$ cat src/design/sks_pkg.sv
// Shared types, field widths and register codes of the scalar Kalman smoother.
package sks_pkg;

  localparam int unsigned CH_W       = 3;
  localparam int unsigned MEAS_W     = 24;
  localparam int unsigned EST_W      = 32;
  localparam int unsigned GAIN_W     = 17;
  localparam int unsigned VAR_W      = 32;
  localparam int unsigned NOISE_W    = 16;
  localparam int unsigned START_E_W  = 24;
  localparam int unsigned START_V_W  = 16;
  localparam int unsigned CFG_IDX_W  = 3;
  localparam int unsigned CFG_DATA_W = 24;
  localparam int unsigned Q_SHIFT    = 16;
  localparam int unsigned NOISE_REGS = 6;
  localparam int unsigned NOISE_IDX_W = 3;
  localparam int unsigned IN_DATA_W  = 24;
  localparam int unsigned IN_USER_W  = 4;
  localparam int unsigned OUT_DATA_W = 88;
  localparam int unsigned OUT_USER_W = 3;

  localparam logic [GAIN_W-1:0] ONE_Q16 = 17'h10000;

  // Register indexes of the configuration port.
  localparam logic [CFG_IDX_W-1:0] REG_NOISE_CH5   = 3'd5;
  localparam logic [CFG_IDX_W-1:0] REG_START_EST   = 3'd6;
  localparam logic [CFG_IDX_W-1:0] REG_START_VAR   = 3'd7;

  // Reset values of the configuration registers.
  localparam logic [NOISE_W-1:0]   NOISE_RST       = 16'd25;
  localparam logic [NOISE_W-1:0]   NOISE_CH5_RST   = 16'd125;
  localparam logic [START_E_W-1:0] START_EST_RST   = 24'd500;
  localparam logic [START_V_W-1:0] START_VAR_RST   = 16'd255;

  typedef struct packed {
    logic start;
  } div_ctrl_t;

  typedef struct packed {
    logic busy;
    logic done;
  } div_status_t;

  typedef enum logic [6:0] {
    S_IDLE = 7'b0000001,
    S_LOAD = 7'b0000010,
    S_DIV  = 7'b0000100,
    S_MULE = 7'b0001000,
    S_MULV = 7'b0010000,
    S_WB   = 7'b0100000,
    S_DONE = 7'b1000000
  } sks_state_e;

endpackage

$ cat src/design/scalar_kalman_smoother.sv
// Top level of the multi-channel scalar Kalman smoother for inertial sensor samples.
//
// Usage: each input transfer on the s_axis channel carries one sample: the
// measurement in tdata and the channel number plus a restart flag in tuser.
// For every accepted sample exactly one result transfer leaves on m_axis with
// the channel in tuser and the updated estimate, the gain used and the
// updated variance in tdata. The block keeps an estimate and a variance per
// channel; a channel that was never loaded since reset, or whose sample has
// restart set, first reloads both from the start registers.
// Sequence: the block takes one sample at a time. A valid channel's input
// transfer also reads the channel store; its result then passes through one
// load step that starts the shared restoring divider, 17 divider steps and
// the divider's done flag, the shared multiplier (estimate, then variance),
// a write back and the hand-off to the output register. The next sample is
// taken once that hand-off is done and the sequencer is idle again.
// A channel number at or above CHANNELS yields an all-zero result with no
// update and no state change. s_axis_tready is high only while
// the sequencer waits for a sample. Reset clears the loaded flags of all
// channels and returns the configuration registers to their default values.
// A stalled result holds; the next sample may finish and wait behind it.
module scalar_kalman_smoother import sks_pkg::*; #(
  parameter int unsigned CHANNELS           = 6,
  parameter int unsigned ESTIMATE_FRAC_BITS = 8
) (
  input  logic                  clk_i,
  input  logic                  rst_ni,
  input  logic                  s_axis_tvalid,
  output logic                  s_axis_tready,
  input  logic [IN_DATA_W-1:0]  s_axis_tdata,   // [23:0] measurement
  input  logic [IN_USER_W-1:0]  s_axis_tuser,   // [2:0] channel, [3] restart
  output logic                  m_axis_tvalid,
  input  logic                  m_axis_tready,
  output logic [OUT_DATA_W-1:0] m_axis_tdata,   // [31:0] estimate, [48:32] gain,
                                                // [80:49] variance, rest zero
  output logic [OUT_USER_W-1:0] m_axis_tuser,   // [2:0] out_channel
  input  logic                  cfg_we_i,
  input  logic [CFG_IDX_W-1:0]  cfg_idx_i,
  input  logic [CFG_DATA_W-1:0] cfg_data_i
);

  localparam int unsigned IDX_W   = (CHANNELS > 1) ? $clog2(CHANNELS) : 1;
  localparam int unsigned SMEAS_W = MEAS_W + ESTIMATE_FRAC_BITS;
  localparam int unsigned DIFF_W  = ((SMEAS_W > EST_W) ? SMEAS_W : EST_W) + 1;
  localparam int unsigned MULB_W  = GAIN_W + 1;
  localparam int unsigned PROD_W  = DIFF_W + MULB_W;
  localparam int unsigned INC_W   = PROD_W - Q_SHIFT;
  localparam int unsigned SUM_W   = INC_W + 1;
  localparam logic [6:0]  CH_LIMIT = 7'(CHANNELS);

  // Saturate a wide signed value to the signed 32-bit range.
  function automatic logic [EST_W-1:0] sat32(input logic [SUM_W-1:0] v);
    logic [EST_W-1:0] r;
    if ((&v[SUM_W-1:EST_W-1]) || !(|v[SUM_W-1:EST_W-1])) begin
      r = v[EST_W-1:0];
    end else if (v[SUM_W-1]) begin
      r = {1'b1, {(EST_W-1){1'b0}}};
    end else begin
      r = {1'b0, {(EST_W-1){1'b1}}};
    end
    return r;
  endfunction

  // Configuration registers.
  logic [NOISE_W-1:0]   noise_q [NOISE_REGS];
  logic [START_E_W-1:0] start_est_q;
  logic [START_V_W-1:0] start_var_q;

  // Control state.
  sks_state_e           state_q, state_d;
  logic [CHANNELS-1:0]  loaded_q;
  logic                 out_valid_q;

  // Per-item working registers.
  logic [CH_W-1:0]      ch_q;
  logic [IDX_W-1:0]     idx_q;
  logic [MEAS_W-1:0]    meas_q;
  logic                 restart_q;
  logic [EST_W-1:0]     est_q;
  logic [VAR_W-1:0]     var_q;
  logic [GAIN_W-1:0]    gain_q;
  logic signed [PROD_W-1:0] prod_q;
  logic [EST_W-1:0]     est_rd_q;
  logic [VAR_W-1:0]     var_rd_q;

  // Output register.
  logic [OUT_DATA_W-1:0] out_data_q;
  logic [OUT_USER_W-1:0] out_user_q;

  // Channel store, one entry per channel.
  logic [EST_W-1:0]     est_mem [CHANNELS];
  logic [VAR_W-1:0]     var_mem [CHANNELS];

  logic                 in_xfer;
  logic [CH_W-1:0]      in_ch;
  logic                 in_ch_ok;
  logic [IDX_W-1:0]     in_idx;
  logic                 reload;
  logic [EST_W-1:0]     est_load;
  logic [VAR_W-1:0]     var_load;
  logic [SUM_W-1:0]     start_wide;
  logic [NOISE_W-1:0]   noise_sel;
  logic signed [DIFF_W-1:0] meas_wide;
  logic signed [DIFF_W-1:0] est_wide;
  logic signed [DIFF_W-1:0] diff;
  logic signed [DIFF_W-1:0] mul_a;
  logic signed [MULB_W-1:0] mul_b;
  logic signed [PROD_W-1:0] prod_d;
  logic [INC_W-1:0]     inc;
  logic [SUM_W-1:0]     est_sum;
  logic [EST_W-1:0]     est_new;
  logic [VAR_W-1:0]     var_new;
  logic                 out_free;
  div_ctrl_t            div_ctrl;
  div_status_t          div_status;
  logic [GAIN_W-1:0]    div_gain;

  assign s_axis_tready = (state_q == S_IDLE);
  assign in_xfer       = s_axis_tvalid && s_axis_tready;
  assign in_ch         = s_axis_tuser[CH_W-1:0];
  assign in_ch_ok      = ({4'b0000, in_ch} < CH_LIMIT);
  assign in_idx        = IDX_W'(in_ch);

  // Reload values: the start estimate scaled to the fraction format, saturated.
  assign start_wide = {{(SUM_W-START_E_W){start_est_q[START_E_W-1]}}, start_est_q}
                      << ESTIMATE_FRAC_BITS;
  assign est_load   = sat32(start_wide);
  assign var_load   = {start_var_q, 16'h0000};
  assign reload     = restart_q || !loaded_q[idx_q];

  // Channels beyond the noise registers share the last one.
  assign noise_sel = ({1'b0, ch_q} < 4'(NOISE_REGS))
                     ? noise_q[NOISE_IDX_W'(ch_q)] : noise_q[NOISE_REGS-1];

  assign div_ctrl.start = (state_q == S_LOAD) && !div_status.busy;

  sks_divider u_divider (
    .clk_i    (clk_i),
    .rst_ni   (rst_ni),
    .ctrl_i   (div_ctrl),
    .var_i    (reload ? var_load : var_rd_q),
    .noise_i  (noise_sel),
    .gain_o   (div_gain),
    .status_o (div_status)
  );

  // Shared multiplier: innovation times gain, then variance times (1 - gain).
  assign meas_wide = $signed({{(DIFF_W-MEAS_W){meas_q[MEAS_W-1]}}, meas_q})
                     <<< ESTIMATE_FRAC_BITS;
  assign est_wide  = $signed({{(DIFF_W-EST_W){est_q[EST_W-1]}}, est_q});
  assign diff      = meas_wide - est_wide;

  always_comb begin
    if (state_q == S_MULV) begin
      mul_a = $signed({{(DIFF_W-VAR_W){1'b0}}, var_q});
      mul_b = $signed({1'b0, ONE_Q16 - gain_q});
    end else begin
      mul_a = diff;
      mul_b = $signed({1'b0, gain_q});
    end
  end

  assign prod_d  = mul_a * mul_b;

  // The arithmetic shift by 16 is the floor of the division by 65536.
  assign inc     = prod_q[PROD_W-1:Q_SHIFT];
  assign est_sum = {{(SUM_W-EST_W){est_q[EST_W-1]}}, est_q} + {inc[INC_W-1], inc};
  assign est_new = sat32(est_sum);
  assign var_new = prod_q[VAR_W+Q_SHIFT-1:Q_SHIFT];

  assign out_free = !out_valid_q || m_axis_tready;

  always_comb begin
    state_d = state_q;
    case (state_q)
      S_IDLE: begin
        if (in_xfer) begin
          state_d = in_ch_ok ? S_LOAD : S_DONE;
        end
      end
      S_LOAD: state_d = S_DIV;
      S_DIV: begin
        if (div_status.done) begin
          state_d = S_MULE;
        end
      end
      S_MULE: state_d = S_MULV;
      S_MULV: state_d = S_WB;
      S_WB:   state_d = S_DONE;
      S_DONE: begin
        if (out_free) begin
          state_d = S_IDLE;
        end
      end
      default: state_d = S_IDLE;
    endcase
  end

  always_ff @(posedge clk_i or negedge rst_ni) begin
    if (!rst_ni) begin
      state_q     <= S_IDLE;
      loaded_q    <= '0;
      out_valid_q <= 1'b0;
      for (int i = 0; i < NOISE_REGS - 1; i++) begin
        noise_q[i] <= NOISE_RST;
      end
      noise_q[REG_NOISE_CH5] <= NOISE_CH5_RST;
      start_est_q <= START_EST_RST;
      start_var_q <= START_VAR_RST;
    end else begin
      state_q <= state_d;
      if (state_q == S_LOAD) begin
        loaded_q[idx_q] <= 1'b1;
      end
      if (state_q == S_DONE && out_free) begin
        out_valid_q <= 1'b1;
      end else if (m_axis_tready) begin
        out_valid_q <= 1'b0;
      end
      if (cfg_we_i) begin
        case (cfg_idx_i)
          REG_START_EST: start_est_q <= cfg_data_i;
          REG_START_VAR: start_var_q <= cfg_data_i[START_V_W-1:0];
          default: noise_q[NOISE_IDX_W'(cfg_idx_i)] <= cfg_data_i[NOISE_W-1:0];
        endcase
      end
    end
  end

  // Datapath registers; a channel out of range leaves an all-zero result.
  always_ff @(posedge clk_i) begin
    prod_q <= prod_d;
    case (state_q)
      S_IDLE: begin
        if (in_xfer) begin
          ch_q      <= in_ch;
          idx_q     <= in_idx;
          meas_q    <= s_axis_tdata[MEAS_W-1:0];
          restart_q <= s_axis_tuser[CH_W];
          est_q     <= '0;
          var_q     <= '0;
          gain_q    <= '0;
        end
      end
      S_LOAD: begin
        est_q <= reload ? est_load : est_rd_q;
        var_q <= reload ? var_load : var_rd_q;
      end
      S_DIV: begin
        if (div_status.done) begin
          gain_q <= div_gain;
        end
      end
      S_MULV: est_q <= est_new;
      S_WB:   var_q <= var_new;
      S_DONE: begin
        if (out_free) begin
          out_data_q <= {7'b0000000, var_q, gain_q, est_q};
          out_user_q <= ch_q;
        end
      end
      default: ;
    endcase
  end

  // Channel store: registered read at the input transfer, write back after the update.
  always_ff @(posedge clk_i) begin
    if (in_xfer) begin
      est_rd_q <= est_mem[in_idx];
      var_rd_q <= var_mem[in_idx];
    end
    if (state_q == S_WB) begin
      est_mem[idx_q] <= est_q;
      var_mem[idx_q] <= var_new;
    end
  end

  assign m_axis_tvalid = out_valid_q;
  assign m_axis_tdata  = out_data_q;
  assign m_axis_tuser  = out_user_q;

endmodule

$ cat src/design/sks_divider.sv
// Restoring divider that forms the unsigned Q1.16 gain var / (var + noise) one bit per cycle.
module sks_divider import sks_pkg::*; (
  input  logic                clk_i,
  input  logic                rst_ni,
  input  div_ctrl_t           ctrl_i,
  input  logic [VAR_W-1:0]    var_i,
  input  logic [NOISE_W-1:0]  noise_i,
  output logic [GAIN_W-1:0]   gain_o,
  output div_status_t         status_o
);

  localparam logic [4:0] LAST_BIT = 5'(GAIN_W - 1);

  logic [VAR_W:0]    den_q;
  logic [VAR_W:0]    rem_q;
  logic              lsb_q;
  logic [GAIN_W-1:0] quo_q;
  logic [4:0]        cnt_q;
  logic              busy_q;
  logic              done_q;

  logic [VAR_W+1:0]  trial;
  logic [VAR_W+1:0]  diff;
  logic              take;

  // The dividend is var shifted up by 16; its low 17 bits are var[0] and zeros.
  assign trial = {rem_q, (cnt_q == LAST_BIT) ? lsb_q : 1'b0};
  assign diff  = trial - {1'b0, den_q};
  assign take  = (trial >= {1'b0, den_q});

  always_ff @(posedge clk_i or negedge rst_ni) begin
    if (!rst_ni) begin
      busy_q <= 1'b0;
      done_q <= 1'b0;
      cnt_q  <= '0;
    end else begin
      done_q <= 1'b0;
      if (ctrl_i.start) begin
        busy_q <= 1'b1;
        cnt_q  <= LAST_BIT;
      end else if (busy_q) begin
        cnt_q <= cnt_q - 5'd1;
        if (cnt_q == 5'd0) begin
          busy_q <= 1'b0;
          done_q <= 1'b1;
        end
      end
    end
  end

  always_ff @(posedge clk_i) begin
    if (ctrl_i.start) begin
      den_q <= {1'b0, var_i} + {1'b0, noise_i, 16'h0000};
      rem_q <= {2'b00, var_i[VAR_W-1:1]};
      lsb_q <= var_i[0];
      quo_q <= '0;
    end else if (busy_q) begin
      rem_q <= take ? diff[VAR_W:0] : trial[VAR_W:0];
      quo_q <= {quo_q[GAIN_W-2:0], take};
    end
  end

  // A zero denominator means zero variance and zero noise: the gain is zero.
  assign gain_o          = (den_q == '0) ? '0 : quo_q;
  assign status_o.busy   = busy_q;
  assign status_o.done   = done_q;

endmodule

$ cat config.mk
export PLATFORM = sky130hd
export DESIGN_NAME = scalar_kalman_smoother
export DESIGN_NICKNAME = d
export VERILOG_FILES = /design/src/design/sks_pkg.sv /design/src/design/scalar_kalman_smoother.sv /design/src/design/sks_divider.sv
export SDC_FILE = /design/constraint.sdc
export NUM_CORES = 2
export LEC_CHECK = 0
export BUFFER_PORTS_ARGS = -buffer_cell sky130_fd_sc_hd__buf_2
export CELL_PAD_IN_SITES_DETAIL_PLACEMENT = 0
export CELL_PAD_IN_SITES_GLOBAL_PLACEMENT = 1
export CORE_MARGIN = 8
export CORE_UTILIZATION = 52
export DETAILED_ROUTE_END_ITERATION = 7
export PLACE_DENSITY = 0.82
export SETUP_SLACK_MARGIN = 0.2
export SYNTH_ARGS = -nofsm -noshare
export SYNTH_HDL_FRONTEND = slang
export SYNTH_SLANG_ARGS = --single-unit
$ cat constraint.sdc
create_clock -name clk_i -period 9.11 [get_ports clk_i]
set_input_delay 1.822 -clock clk_i [delete_from_list [all_inputs] [get_ports clk_i]]
set_output_delay 1.822 -clock clk_i [all_outputs]
set_load 0.02 [all_outputs]
-- After elaboration in Yosys (flattened, before gate mapping)
Memories as Yosys holds them, arrays and structs flattened. A register that Yosys moved wholly into a read port is not among the register bits.
Index checks and enable logic that the tools add are counted.
- bits of input ports: 60
- memories: 2
- output and inout port bits: 93
- bits in registers: 485
- memory bits (writable): 384
- logic and storage cells: 138
- memories (memory ; words ; width ; read ports ; clocked after Yosys merged registers in ; wr ports ; line ; text):
    est_mem ; 6 ; 32 ; 1 ; 1 ; 1 ; scalar_kalman_smoother.sv:90 ; logic [EST_W-1:0] est_mem [CHANNELS];
    var_mem ; 6 ; 32 ; 1 ; 1 ; 1 ; scalar_kalman_smoother.sv:91 ; logic [VAR_W-1:0] var_mem [CHANNELS];
- muxes and demuxes: 45
- multipliers: 1
- bitwise logic cells: 4
- equal/unequal tests: 13
- reductions and logical operators: 31
- $lt $le $gt $ge: 8
- $add $sub $neg: 6
- operators by type and width (cell ; number):
    $pmux 32 s3 ; 2
    $mux 32 ; 5
    $bwmux 96 ; 1
    $mux 17 ; 4
    $mux 33 ; 2
    $mux 16 ; 4
    $mux 31 ; 2
    $mul 33x18->51 ; 1
    $pmux 7 s7 ; 1
    $bmux 16 s3 ; 1
    $demux 16 s3 ; 1
    $add 32x35->36 ; 1
    $ge 34x33->1 ; 1
    $pmux 17 s2 ; 1
    $add 32x32->33 ; 1
    $logic_not 33->1 ; 1
    $sub 32x32->33 ; 1
    $sub 33x33->33 ; 1
    $mux 7 ; 4
    $sub 17x17->17 const A ; 1
    $reduce_and 2->1 ; 7
    $mux 1 ; 13
    $mux 5 ; 2
    $ge 4x4->1 const B ; 2
    31 further kinds ; 48

-- Longest topological paths before layout
- depth after elaboration: 6
- gate-level depth with buffers: 35
- depth with buffers taken out: 34

-- Hierarchy
Synthesis repeated with hierarchy kept, for this count alone.
- cell total of the unflattened synthesis: 5271
- area, all modules: 60495.5 um^2
- modules (own cells, without submodules) (module ; cells each ; area each (um^2) ; seq. area each (um^2) ; instances):
    scalar_kalman_smoother ; 4579 ; 53901.7 ; 23747.8 ; 1
    sks_divider ; 692 ; 6593.8 ; 2477.4 ; 1

-- Worst setup path after synthesis
OpenSTA, ideal clock, no wires.
- kind: reg-to-reg
- from: reg est_q[8]
- to: reg prod_q[49]
- path slack: 707 ps
- arrival time: 8331 ps
- period minus slack after synthesis: 8403 ps
- required time: 9038 ps
- cell stages (with the launch flop): 31
- library setup time: 72 ps
- buffers on the path: 0
- cells stage by stage: edfxtp_1 > inv_1 > ha_1 > nor3b_1 > a31oi_1 > o21ai_0 > a41o_1 > and3_1 > nor4_1 > o31ai_1 > a41o_1 > o31ai_1 > nand2_1 > fa_1 > fa_1 > fa_1 > inv_1 > fa_1 > fa_1 > inv_1 > fa_1 > inv_1 > ha_1 > nand2_1 > or3_1 > or3_1 > a2111o_1 > a31oi_1 > a41oi_1 > a21boi_0 > xor2_1
- cells in the longest elaborated chain, start to end: 3
- ends and longest elaborated chain (element ; line ; text):
    start, declared ; scalar_kalman_smoother.sv:78 ; logic [EST_W-1:0] est_q;
    start signal, assigned ; scalar_kalman_smoother.sv:245 ; est_q <= reload ? est_load : est_rd_q;
    start signal, assigned ; scalar_kalman_smoother.sv:253 ; S_MULV: est_q <= est_new;
    $sub 32x32->33 ; scalar_kalman_smoother.sv:150 ; assign diff = meas_wide - est_wide;
    $mux 33 ; scalar_kalman_smoother.sv:153 ; if (state_q == S_MULV) begin
    $mul 33x18->51 ; scalar_kalman_smoother.sv:162 ; assign prod_d = mul_a * mul_b;
    via prod_d[49] ; scalar_kalman_smoother.sv:107 ; logic signed [PROD_W-1:0] prod_d;
    end signal, assigned ; scalar_kalman_smoother.sv:231 ; prod_q <= prod_d;
    end, declared ; scalar_kalman_smoother.sv:81 ; logic signed [PROD_W-1:0] prod_q;
The timed path passes the listed nets, and every way through them passes these cells.
A chain may end at the register's enable or synchronous reset.

-- Worst setup path after layout
- from: reg meas_q[0]
- to: reg prod_q[40]
- cells in the longest elaborated chain, start to end: 3
- ends and longest elaborated chain (element ; line ; text):
    start, declared ; scalar_kalman_smoother.sv:76 ; logic [MEAS_W-1:0] meas_q;
    start signal, assigned ; scalar_kalman_smoother.sv:237 ; meas_q <= s_axis_tdata[MEAS_W-1:0];
    $sub 32x32->33 ; scalar_kalman_smoother.sv:150 ;
    $mux 33 ; scalar_kalman_smoother.sv:153 ;
    $mul 33x18->51 ; scalar_kalman_smoother.sv:162 ;
    via prod_d[40] ; scalar_kalman_smoother.sv:107 ;
The timed path passes the listed nets, and every way through them passes these cells.

==> metrics.md <==
| Metric | Value |
|---|---|
| Status | finished clean |
| Worst path most repeated cell | fa_1 |
| Sequential area share after synthesis | 43.66% |
| Crit path launch type | flip-flop |
| Hold slack | ~0.46 ns |
| Chip Height | between 300 and 400 um |
| Post-route DRC | 0 |
| Max stage delay cell, worst path | fa_1 |
| Syn Inst Count | 5181 |
| Finish-stage setup viols | 0 |
| Asr flop ratio synth | between 10% and 20% |
| Largest stage delay, worst path | 0.54 ns |
| Std-Cell Rows | 124 |
| Reg clk slew, reported paths | 0.06 ns |
| Worst-margin pin slew | 1.183 ns |
| Most frequent cells in the layout | inv_1 (754), edfxtp_1 (705), fa_1 (535) |
| Type of the worst min-delay path | flip-flop to flip-flop |
| Fin. Hold Viols | 0 |
| Clock latency on the worst-skew pair | ~0.7 ns |
| Largest net degree at the start of global routing | 100 |
| CTS H-tree lvls | 3 |
| Gr ovfl total | 0 |
| Critical Path RT | 9.70 ns |
| Initial Util | between 50 and 60% |
| TritonCTS Sinks | roughly 920 |
| Wirelength per Cell | about 24 um |
| Via count | just over 40k |
| First-pass GRT wire length | 254900 um |
| Average size of a mapped cell | 11.59 um2 |
| Slew Viols, Final | 0 |
| Area occupied by multi-input gates | 30610 um2 |
| Final GP Congestion | 0.9492 |
| Final Non-Filler Cells | 6991 |
| Post-CTS Hold Fix Bufs | 0 |
| TritonCTS clock tree | yes |
| Buffers added on ports | 145 |
| Slew margin rel. | 18.89% |
| DRT Wirelength | around 170000 um |
| Initial antenna violation count | 26 |
| Vias per cell | between 5 and 6 |
| Core area | 114500 um2 |
| Yosys cell types | 89 |
| Flops & latches, synth | 916 |
| Vias in the first global route | 40.83k |
| Layout cells sized above 1 | 15.77% |
| TritonCTS buffer count | 95 |
| Boundary Pins | 153 |
| Synth Cell Area | 60070 um2 |
| CTS root buffer | clkbuf_16 |
| Synth-to-layout area growth | 11.41% |
| Clock buffer depth | 3 |
| Synth Flop Type | edfxtp_1 |
| Fillcell total | 9536 |
| Max Cap Viol | 0 |
| WS Path Type | flip-flop to flip-flop |
| Post-synth EDFFs | 705 |
| First drt pass iteration count | 5 |
| DIE AREA | 126600 um2 |
| Yosys warns | 0 |
| Initial drt markers | 3576 |
| Most common cell after layout, fill and taps aside | inv_1 |
| Routed Antenna Nets | 0 |
| Crit end category | flip-flop |
| Gr usage total | between 20% and 30% |
| Clock skew | 0.06050 ns |
| Die X | 355.9 um |
| Fin crit period | roughly 8.7 ns |
| Fmax | roughly 0.12 GHz |
| Critical Path Fanout Max | 9 |
| RSZ-0062 raised after global routing | false |
| # nets final | 6216 |
| HPWL Detailed | 124800 um |
| Design Area, Final | 66920 um2 |
| Final Cycle Share | 94.99% |
| Storage element area | about 26000 um2 |
| Data arrival, critical path | 9.25 ns |
| Area post-placement | 63270 um2 |
| Placed instance count | 6793 |
==> layer usage <==
layer,vias up,part of all wire (%),wire length [um],GRT usage [%]
li1,17890,-,-,-
met5,-,0,0,0
met4,0,3.1,5211,7.855
met2,1596,47,78500,42.43
met1,20670,42,70110,36.95
met3,270,8.9,14940,5.165
==> flip-flops by register name, indices dropped and copies added, names as in the netlist, 24 cells and up <==
signal           count
start_est_q         24
est_q               32
var_rd_q            32
noise_q             96
u_divider.rem_q     33
u_divider.den_q     33
var_q               32
est_mem            192
meas_q              24
m_axis_tdata        81
est_rd_q            32
prod_q              35
var_mem            192
==> timing repair <==
action | 4_1_cts | 5_1_grt
resized for setup | 5 | 54
setup endpoints to repair | 6 | 18
pin swaps | 0 | 15
buffers inserted | 0 | 13
hold endpoints to repair | 0 | 0
==> through the flow <==
step           util, %  setup TNS [ns]  worst slack, ns
2_1_floorplan        -               0           0.7069
3_3_place_gp     55.25               0          0.09028
3_5_place_dp     55.25        -0.03001         -0.03001
4_1_cts          58.12               0           0.1912
5_1_grt          58.44               0           0.1714
6_report         58.45               0           0.4568
==> area by class of cell <==
cell class	instances	area share, %
multi-input combinational	3301	45.74
sequential	916	39.19
inverter	757	4.252
clock buffer	138	4.063
timing repair buffer	320	3.107
tap	1512	2.827
clock inverter	42	0.8021
antenna	5	0.01870
==> final timing paths <==
kind,from,endpoint,slack [ns],cells after the start
setup / recovery,meas_q[0]$_DFFE_PP_,prod_q[40]$_DFF_P_,0.46,34
hold / removal,u_divider.quo_q[16]$_SDFFE_PP0P_,u_divider.quo_q[16]$_SDFFE_PP0P_,0.46,2
setup reg to reg,meas_q[0]$_DFFE_PP_,prod_q[40]$_DFF_P_,0.46,34
hold reg to reg,u_divider.quo_q[16]$_SDFFE_PP0P_,u_divider.quo_q[16]$_SDFFE_PP0P_,0.46,2
max in group asynchronous,rst_ni,noise_q[60]$_DFFE_PN0P_,6.42,2
min in group asynchronous,rst_ni,noise_q[17]$_DFFE_PN0P_,1.24,1
==> worst max-delay path: cells and delay by family, from the launching register on <==
kind,cells,cell delay [ns]
fa+ha+maj,8,3.66
compound gates,16,3.36
buf+inv,6,0.62
simple gates,4,0.62
flops,1,0.37
==> cell usage after synthesis, types with 16 or more instances <==
master       n  area, um2
a21oi_1    204       1021
nand3_1     38      190.2
dfrtp_1    121       3028
fa_1       537      10750
xor2_1      58      508.0
mux2_2     155       1745
o21ai_0    133      665.6
dfstp_2     36      945.9
nand4_1     23      143.9
nand2b_1    25      156.4
a22o_1      27      236.5
a2bb2oi_2   20      300.3
o21a_1      31      232.7
nor4_1      18      112.6
a211oi_1    20      150.1
mux4_2      64       1441
ha_1       228       2853
or2_2       26      162.7
a21o_1      60      450.4
a31oi_1     18      112.6
nor3_1      37      185.2
nor2b_1     31      193.9
nand2_1    491       1843
a22oi_1     22      165.2
buf_1       26      97.59
clkbuf_1   167      626.9
xnor2_1     97      849.6
edfxtp_1   705      21170
and2_1      62      387.9
or3_1       16      100.1
inv_1      755       2834
nor2_1     484       1817
mux2i_1    154       1541
dfxtp_1     54       1081
==> cells by family after synthesis <==
logic type / Yosys count / synth area share [%]
and+or+nand+nor: 1310 / 9.594
muxes: 373 / 7.871
buffers and inverters: 970 / 6.205
xor gates and xnor gates: 155 / 2.260
AOI/OAI and AO/OA: 691 / 7.759
DFF: 916 / 43.66
other: 1 / 0.006243
adders and majority gates: 765 / 22.65
Power is not shown: default switching activity piles up to over one toggle a cycle in this logic, so the estimate is an artifact.
